===== config.mk =====
export PLATFORM = sky130hd
export DESIGN_NAME = tcw_cursor
export DESIGN_NICKNAME = d
export VERILOG_FILES = /design/src/rtl/tcw_pkg.sv /design/src/rtl/tcw_cursor.sv
export SDC_FILE = /design/constraint.sdc
export NUM_CORES = 1
export LEC_CHECK = 0
export ABC_AREA = 1
export BUFFER_PORTS_ARGS = -buffer_cell sky130_fd_sc_hd__buf_2
export CAP_MARGIN = 40
export CELL_PAD_IN_SITES_DETAIL_PLACEMENT = 1
export CELL_PAD_IN_SITES_GLOBAL_PLACEMENT = 2
export CORE_AREA = 8 8 93 95
export DETAILED_ROUTE_END_ITERATION = 16
export DIE_AREA = 0 0 101 103
export GPL_TIMING_DRIVEN = 0
export MAX_ROUTING_LAYER = met4
export PLACE_DENSITY = 0.79
export SLEW_MARGIN = 10
export SYNTH_ARGS = -nofsm -noshare
export SYNTH_HDL_FRONTEND = slang
export SYNTH_SLANG_ARGS = --single-unit

===== constraint.sdc =====
create_clock -name i_clk -period 3.55 [get_ports i_clk]
set_input_delay 1.065 -clock i_clk [delete_from_list [all_inputs] [get_ports i_clk]]
set_output_delay 1.065 -clock i_clk [all_outputs]
set_load 0.005 [all_outputs]

===== src/rtl/tcw_pkg.sv =====
// tcw_pkg: command codes, cell constants and control types for the text console writer.
// No dependencies; imported by tcw_cursor and text_console_writer.
package tcw_pkg;

    // command codes on the input word
    localparam logic [1:0] CMD_PUT   = 2'd0;
    localparam logic [1:0] CMD_READ  = 2'd1;
    localparam logic [1:0] CMD_CLEAR = 2'd2;

    localparam logic [7:0] BLANK_CHAR   = 8'h20;
    localparam logic [7:0] RESET_ATTR   = 8'h07;
    localparam logic [7:0] NEWLINE_CODE = 8'd10;

    // cursor update request from the top level sequencer
    typedef struct packed {
        logic home;
        logic put;
        logic newline;
    } t_cur_req;

endpackage


===== src/rtl/tcw_cursor.sv =====
// tcw_cursor: cursor row, column and linear position with wrap and scroll detection.
// Depends on tcw_pkg (t_cur_req).
module tcw_cursor #(
    parameter int ROWS = 25,
    parameter int COLS = 80,
    parameter int AW   = 11
) (
    input  logic              i_clk,
    input  logic              i_rst_n,
    input  tcw_pkg::t_cur_req i_req,
    output logic [AW-1:0]     o_pos,
    output logic              o_scroll
);
    import tcw_pkg::*;

    localparam int RW = $clog2(ROWS);
    localparam int CW = $clog2(COLS);
    localparam logic [RW-1:0] LAST_ROW  = RW'(ROWS - 1);
    localparam logic [CW-1:0] LAST_COL  = CW'(COLS - 1);
    localparam logic [AW-1:0] LAST_BASE = AW'((ROWS - 1) * COLS);

    logic [RW-1:0] r_row, n_row;
    logic [CW-1:0] r_col, n_col;
    logic [AW-1:0] r_pos, n_pos;
    logic          row_step;

    assign row_step = i_req.put & (i_req.newline | (r_col == LAST_COL));
    assign o_scroll = row_step & (r_row == LAST_ROW);
    assign o_pos    = r_pos;

    always_comb begin
        n_row = r_row;
        n_col = r_col;
        n_pos = r_pos;
        if (i_req.home) begin
            n_row = '0;
            n_col = '0;
            n_pos = '0;
        end else if (row_step) begin
            n_col = '0;
            if (o_scroll) begin
                // stay on the last row, back at its first cell
                n_pos = LAST_BASE;
            end else begin
                n_row = r_row + 1'b1;
                n_pos = AW'({1'b0, r_pos} + (AW+1)'(COLS) - (AW+1)'(r_col));
            end
        end else if (i_req.put) begin
            n_col = r_col + 1'b1;
            n_pos = r_pos + 1'b1;
        end
    end

    always_ff @(posedge i_clk) begin
        if (!i_rst_n) begin
            r_row <= '0;
            r_col <= '0;
            r_pos <= '0;
        end else begin
            r_row <= n_row;
            r_col <= n_col;
            r_pos <= n_pos;
        end
    end

endmodule


==> qor.log, run 1 <==
qor: route.first_iter_violations 51
qor: hold_path.holdCritStartpoint r_row[1]$_SDFFE_PP0P_
qor: pwr.worst_ir_drop_vdd 130 µV
qor: layout.n_fill_cell 965
qor: hold_path.min_path_type flop to flop
qor: floorplan.fp.coreArea 7140 µm²
qor: critical_path.setup.worst_path.class input port to output port
qor: cts.tritoncts done
qor: timing.worst_pin_slew 0.476 ns
qor: critical_path.critical_path_buf_inv_count 2
qor: timing.max_slew_margin 68.3%
qor: critical_path.critical-path-top-cell-by-count buf_2
qor: timing.finalCritPeriodShare 78.4%
qor: global_route.vias_in_the_first_global_route 2028
qor: logic_synthesis.synth_adder_area_share 15.3%
qor: layout.layout.nets 343
qor: floorplan.initial_utilization 27.1%
qor: cts.clock_path_buffers 2
qor: timing.setup_violations 0
qor: timing.timing.hold.ws 0.498 ns
qor: critical_path.list_of_cells_traversed_by_the_critical_path buf_2, o21bai_4, nand2_4, nor2_1, buf_2
qor: critical_path.critical_path_arrival 1.72 ns
qor: layout.final_common_cell nand2_1
qor: placement.routabilityCongestion 0.772
qor: logic_synthesis.synth_mux_area_share 0%
qor: cts.postCtsSetupBuffers 0
qor: logic_synthesis.yosys_most_used_dff dfxtp_1
qor: timing.max_clock_freq 359 MHz
qor: pwr.power.density 251 nW/µm²
qor: cts.cts-resized-gates 0
qor: floorplan.floorplan.io_pins 17
qor: timing.finalSetupTns 0 ns
qor: timing.hold_violations 0
qor: floorplan.placement_row_count 31
qor: global_route.grt_max_degree 13
qor: critical_path.critical_path.startpoint i_req[0]
qor: run.maxCapViolCount 0
qor: logic_synthesis.combinational_family_with_the_most_area_after_synthesis simple AND/OR/NAND/NOR gates
qor: cts.clock_latency 0.27 ns
qor: timing.rsz0062_at_grt false
qor: floorplan.die_h 103 µm
qor: logic_synthesis.synth_fp_nets 323
qor: logic_synthesis.synth_area_per_cell 6.55 µm²
qor: global_route.overall_track_demand_over_capacity_in_global_routing 12.1%
qor: pwr.report.power.total 0.546 mW
qor: route.detail_route.wirelength 5660 µm
qor: global_route.initial_antenna_violation_count 0
qor: route.detail_route.wl_per_cell 13.7 µm
qor: logic_synthesis.synthesis.area 1930 µm²
qor: logic_synthesis.yosysWarningCount 0
qor: pwr.cellLeakagePower 1.01 nW
qor: critical_path.delay_of_the_slowest_cell_on_the_worst_path 0.20 ns
qor: logic_synthesis.area_share_of_and_or_nand_nor_cells_after_synthesis 31.8%
qor: route.drt_drc_violations_left 0
qor: cts.clock_tree.root_cell clkbuf_8
qor: critical_path.cp-start-kind input port
qor: timing.min_period 2.78 ns
qor: route.vias_per_cell 4.66
qor: placement.detailed_place_hpwl 4740 µm
qor: timing.finClkSkew 0.00734 ns
qor: logic_synthesis.synthCells 295
qor: critical_path.cp.required 2.48 ns
qor: critical_path.critical-path-top-delay-family simple AND/OR/NAND/NOR gates
qor: route.firstDrtPassIters 6
qor: logic_synthesis.synth_edf_count 0
qor: layout.antenna_cells_inserted 0
qor: logic_synthesis.synth_compound_area_share 13.9%
qor: critical_path.crit_path_end_kind output port
qor: outcome.outcome finished, final reports clean
qor: logic_synthesis.async_reset_ff_share 0%
qor: layout.area_delta_synth_final 12.6%
qor: global_route.wire_length_of_the_first_global_routing_pass 9600 µm
qor: route.antenna_violating_nets_post_route 0
qor: placement.post-place-cells 409
qor: timing.maxSlewViolCount 0
qor: logic_synthesis.synth_xor_area_share 4.53%
qor: cts.count_of_clock_tree_sinks 23
qor: logic_synthesis.synth-seq-cells 23
qor: cts.htreeDepth 1
qor: global_route.grt_remaining_overflow 0
qor: placement.port_buffers 15
qor: floorplan.die_area 10400 µm²
qor: floorplan.die_w 101 µm
qor: layout.layout_common_cells nand2_1, inv_1, a21oi_1
qor: layout.final_layout_size_suffix_gt1_share 8.60%
qor: critical_path.timing.critical_path.slowest_stage_cell o21bai_4
qor: cts.number_of_buffers_inserted_for_hold_repair_after_clock_tree_synthesis 0
qor: logic_synthesis.synth_cell_type_count 28
qor: logic_synthesis.synth-seq-area-share 23.8%
qor: cts.worst_setup_hold_path_clk_slew 0.09 ns
qor: layout.final_cells 413
qor: cts.cts_buffers 3
qor: critical_path.timing.rr.start o_pos[0]$_SDFFE_PP0P_
qor: route.num_vias 1923
qor: critical_path.critical_path.max_fanout 8
==> sequential cells by signal, summed over array words and instances (netlist names) <==
signal	flops
o_pos	11
r_col	7
r_row	5
==> Yosys cell counts (2+ instances only) <==
| cell | n | area [µm²] |
|---|---|---|
| nand3_1 | 21 | 105 |
| nand4_1 | 6 | 37.5 |
| nand2_1 | 72 | 270 |
| ha_1 | 22 | 275 |
| dfxtp_1 | 23 | 460 |
| xnor2_1 | 4 | 35.0 |
| o21ai_1 | 3 | 15.0 |
| o21a_1 | 2 | 15.0 |
| xor2_1 | 6 | 52.6 |
| nor3_1 | 2 | 10.0 |
| o21ai_0 | 15 | 75.1 |
| nand3_2 | 3 | 30.0 |
| nand3b_1 | 3 | 22.5 |
| nor2_1 | 25 | 93.8 |
| inv_1 | 50 | 188 |
| a21oi_1 | 26 | 130 |
==> area by class of cell <==
cell class | instances | area (µm²) | area share, %
tap | 99 | 124 | 5.69
timing repair buffer | 15 | 75.1 | 3.45
sequential | 23 | 460 | 21.1
multi-input combinational | 218 | 1260 | 58.1
inverter | 50 | 188 | 8.62
clock buffer | 4 | 45.0 | 2.07
buffer | 4 | 20.0 | 0.920
==> path summary, 6_finish.rpt <==
| path | to | slack [ns] | cells past startpoint |
|---|---|---|---|
| hold / removal | r_row[1]$_SDFFE_PP0P_ | 0.50 | 2 |
| setup reg to reg | o_pos[9]$_SDFFE_PP0P_ | 1.27 | 11 |
| setup / recovery | o_scroll | 0.77 | 5 |
| hold reg to reg | r_row[1]$_SDFFE_PP0P_ | 0.50 | 2 |
==> tightest hold or removal path, stage by stage (launching register included) <==
cell and delay [ns]:
dfxtp_1 0.33, inv_1 0.07, a21oi_1 0.06
==> layer usage <==
layer | wire length [µm] | GRT usage [%] | vias up
li1 | - | - | 991
met2 | 2830 | 21.8 | 21
met3 | 185 | 2.09 | 6
met4 | 53 | 2.52 | 0
met5 | 0 | - | -
met1 | 2590 | 13.8 | 905
==> cells by family after synthesis <==
group | count (synthesis)
buffers and inverters | 54
and+or+nand+nor | 136
DFF | 23
xor gates and xnor gates | 10
AOI/OAI and AO/OA | 49
adders and majority gates | 23
==> stage by stage <==
stage	utilization (%)	setup WS [ns]	area, µm²
after floorplan	-	1.01	1930
after global placement	29.9	0.756	2130
after detailed placement	29.9	0.760	2130
after CTS	30.5	0.753	2180
after global routing	30.5	0.707	2180
final	30.5	0.767	2180
==> where the power goes <==
part           switching [mW]  total, mW  internal [mW]
registers             0.00888      0.272          0.264
logic                  0.0662      0.106         0.0393
clock network          0.0882      0.168         0.0803
total                   0.163      0.546          0.383
(Power assumes the default switching activity.)
==> run 2: changes to the inputs <==
- PLACE_DENSITY: 0.79 -> 0.81
- clock period: 3.55 -> 2.5 ns (I/O delays scaled with it)
==> qor.log, run 2 (synthesized netlist as in run 1, its figures left out) <==
qor: route.firstDrtPassIters 4 [-2]
qor: global_route.wire_length_of_the_first_global_routing_pass 9470 µm [-1.4%]
qor: timing.maxSlewViolCount 0 [unchanged]
qor: critical_path.timing.critical_path.slowest_stage_cell dfxtp_1
qor: critical_path.critical_path_buf_inv_count 1 [-1]
qor: timing.finalSetupTns 0 ns [unchanged]
qor: floorplan.floorplan.io_pins 17 [unchanged]
qor: route.num_vias 1896 [-1.4%]
qor: route.detail_route.wirelength 5630 µm [-0.57%]
qor: floorplan.die_area 10400 µm² [unchanged]
qor: layout.layout.nets 345 [+0.58%]
qor: hold_path.min_path_type flop to flop
qor: layout.layout_common_cells nand2_1, inv_1, a21oi_1
qor: cts.tritoncts done
qor: layout.final_core_occ 30.7% [+0.21 points]
qor: hold_path.holdCritStartpoint r_row[1]$_SDFFE_PP0P_
qor: global_route.grt_remaining_overflow 0 [unchanged]
qor: timing.min_period 2.34 ns
qor: layout.final_common_cell nand2_1
qor: placement.pre_cts_ws 0.271 ns [-0.489 ns]
qor: cts.clock_path_buffers 2 [unchanged]
qor: global_route.initial_antenna_violation_count 0 [unchanged]
qor: layout.postLayoutCellArea 2190 µm² [+0.69%]
qor: layout.final_layout_size_suffix_gt1_share 9.18% [+0.58 points]
qor: timing.hold_violations 0 [unchanged]
qor: timing.worst_pin_slew 0.526 ns [+0.0498 ns]
qor: floorplan.die_w 101 µm [unchanged]
qor: critical_path.regToRegSetupSlack 0.26 ns [-1.01 ns]
qor: global_route.vias_in_the_first_global_route 2022 [-0.30%]
qor: pwr.report.power.total 0.780 mW [+43%]
qor: timing.setup_violations 0 [unchanged]
qor: placement.routabilityCongestion 0.817 [+5.8%]
qor: outcome.outcome finished, final reports clean
qor: timing.max_clock_freq 427 MHz
qor: critical_path.critical_path.max_fanout 8 [unchanged]
qor: timing.finClkSkew 0.00199 ns [-0.00536 ns]
qor: layout.largest_reg_flops 11 [unchanged]
qor: route.drt_drc_violations_left 0 [unchanged]
qor: critical_path.cp-start-kind flop
qor: route.vias_per_cell 4.57 [-1.9%]
qor: timing.finalCritPeriodShare 93.8%
qor: floorplan.initial_utilization 27.1% [unchanged]
qor: critical_path.crit_path_end_kind output port
qor: global_route.overall_track_demand_over_capacity_in_global_routing 11.7% [-0.45 points]
qor: critical_path.timing.rr.start o_pos[0]$_SDFFE_PP0P_
qor: pwr.power.density 356 nW/µm² [+42%]
qor: pwr.cellLeakagePower 1.02 nW [+0.95%]
qor: placement.detailed_place_hpwl 4620 µm [-2.4%]
qor: layout.antenna_cells_inserted 0 [unchanged]
qor: placement.post-place-cells 409 [unchanged]
qor: timing.timing.hold.ws 0.500 ns [+0.00188 ns]
qor: global_route.grt_max_degree 13 [unchanged]
qor: floorplan.placement_row_count 31 [unchanged]
qor: cts.htreeDepth 1 [unchanged]
qor: cts.count_of_clock_tree_sinks 23 [unchanged]
qor: cts.clock_latency 0.27 ns [about the same]
qor: route.antenna_violating_nets_post_route 0 [unchanged]
qor: layout.area_delta_synth_final 13.4%
qor: floorplan.die_h 103 µm [unchanged]
qor: critical_path.critical-path-top-delay-family flip-flops
qor: route.first_iter_violations 52 [+2.0%]
qor: cts.cts_buffers 3 [unchanged]
qor: cts.worst_setup_hold_path_clk_slew 0.09 ns [about the same]
qor: timing.rsz0062_at_grt false
qor: critical_path.cp.required 1.75 ns [-0.73 ns]
qor: critical_path.delay_of_the_slowest_cell_on_the_worst_path 0.40 ns [+0.20 ns]
qor: layout.final_cells 415 [+0.48%]
qor: timing.postLayoutSetupSlackWorst 0.156 ns [-0.611 ns]
qor: critical_path.critical_path_arrival 1.59 ns [-0.13 ns]
qor: critical_path.list_of_cells_traversed_by_the_critical_path ha_1, nand3_2, o21bai_4, nand2_4, nor2_1, buf_2
qor: critical_path.setup.worst_path.class flop to output port
qor: placement.port_buffers 15 [unchanged]
qor: critical_path.critical_path.startpoint r_col[0]$_SDFFE_PP0P_
qor: route.detail_route.wl_per_cell 13.6 µm [-1.0%]
qor: run.maxCapViolCount 0 [unchanged]
qor: floorplan.fp.coreArea 7140 µm² [unchanged]
qor: timing.max_slew_margin 64.9% [-3.3 points]
qor: pwr.worst_ir_drop_vdd 237 µV [+82%]
qor: cts.number_of_buffers_inserted_for_hold_repair_after_clock_tree_synthesis 0 [unchanged]
qor: placement.dpl-instance-area 2130 µm² [unchanged]
qor: layout.n_fill_cell 990 [+2.6%]
qor: cts.clock_tree.root_cell clkbuf_8
## run 2: changes by cell type in the layout (fill, tap and decap cells not counted)
cell	delta
buf_4	+2
## run 2: repair_timing
item / 4_1_cts / 5_1_grt
buffers inserted: 0 / 2
setup endpoints to repair: 0 / 1
gates resized for setup: 0 / 0
## run 2: where the power goes
group          switching, mW  internal (mW)  total (mW)
registers             0.0123          0.374       0.386
clock network          0.128          0.114       0.242
logic                 0.0939         0.0579       0.152
total                  0.234          0.546       0.780
## run 2: per-layer routing
| layer | GRT usage, % | vias to the layer above | part of all wire (%) |
|---|---|---|---|
| met2 | 20.8 | 20 | 50 |
| met4 | 1.72 | 0 | 0.76 |
| met1 | 13.5 | 884 | 46 |
| met3 | 2.43 | 6 | 2.8 |
| met5 | - | - | 0 |
| li1 | - | 986 | - |
## run 2: cell type report
| type | count | area, µm² | area share [%] |
|---|---|---|---|
| Multi-Input combinational cell | 218 | 1260 | 57.7 |
| Timing Repair Buffer | 17 | 90.1 | 4.11 |
| Clock buffer | 4 | 45.0 | 2.05 |
| Inverter | 50 | 188 | 8.56 |
| Sequential cell | 23 | 460 | 21.0 |
| Tap cell | 99 | 124 | 5.65 |
| Buffer | 4 | 20.0 | 0.913 |
## run 2: worst paths after layout
kind / cells after the start / end
max reg2reg: 11 / o_pos[9]$_SDFFE_PP0P_
min: 2 / r_row[1]$_SDFFE_PP0P_
min reg2reg: 2 / r_row[1]$_SDFFE_PP0P_
max: 6 / o_scroll
## run 2: worst register-to-register path: stages, from the launching register on
cell      delay (ns)
dfxtp_1         0.40
inv_1           0.11
ha_1            0.21
inv_1           0.06
ha_1            0.19
inv_1           0.07
fa_1            0.43
o21bai_1        0.28
nand2_1         0.12
nand3b_1        0.10
nand3_1         0.10
a21oi_1         0.12
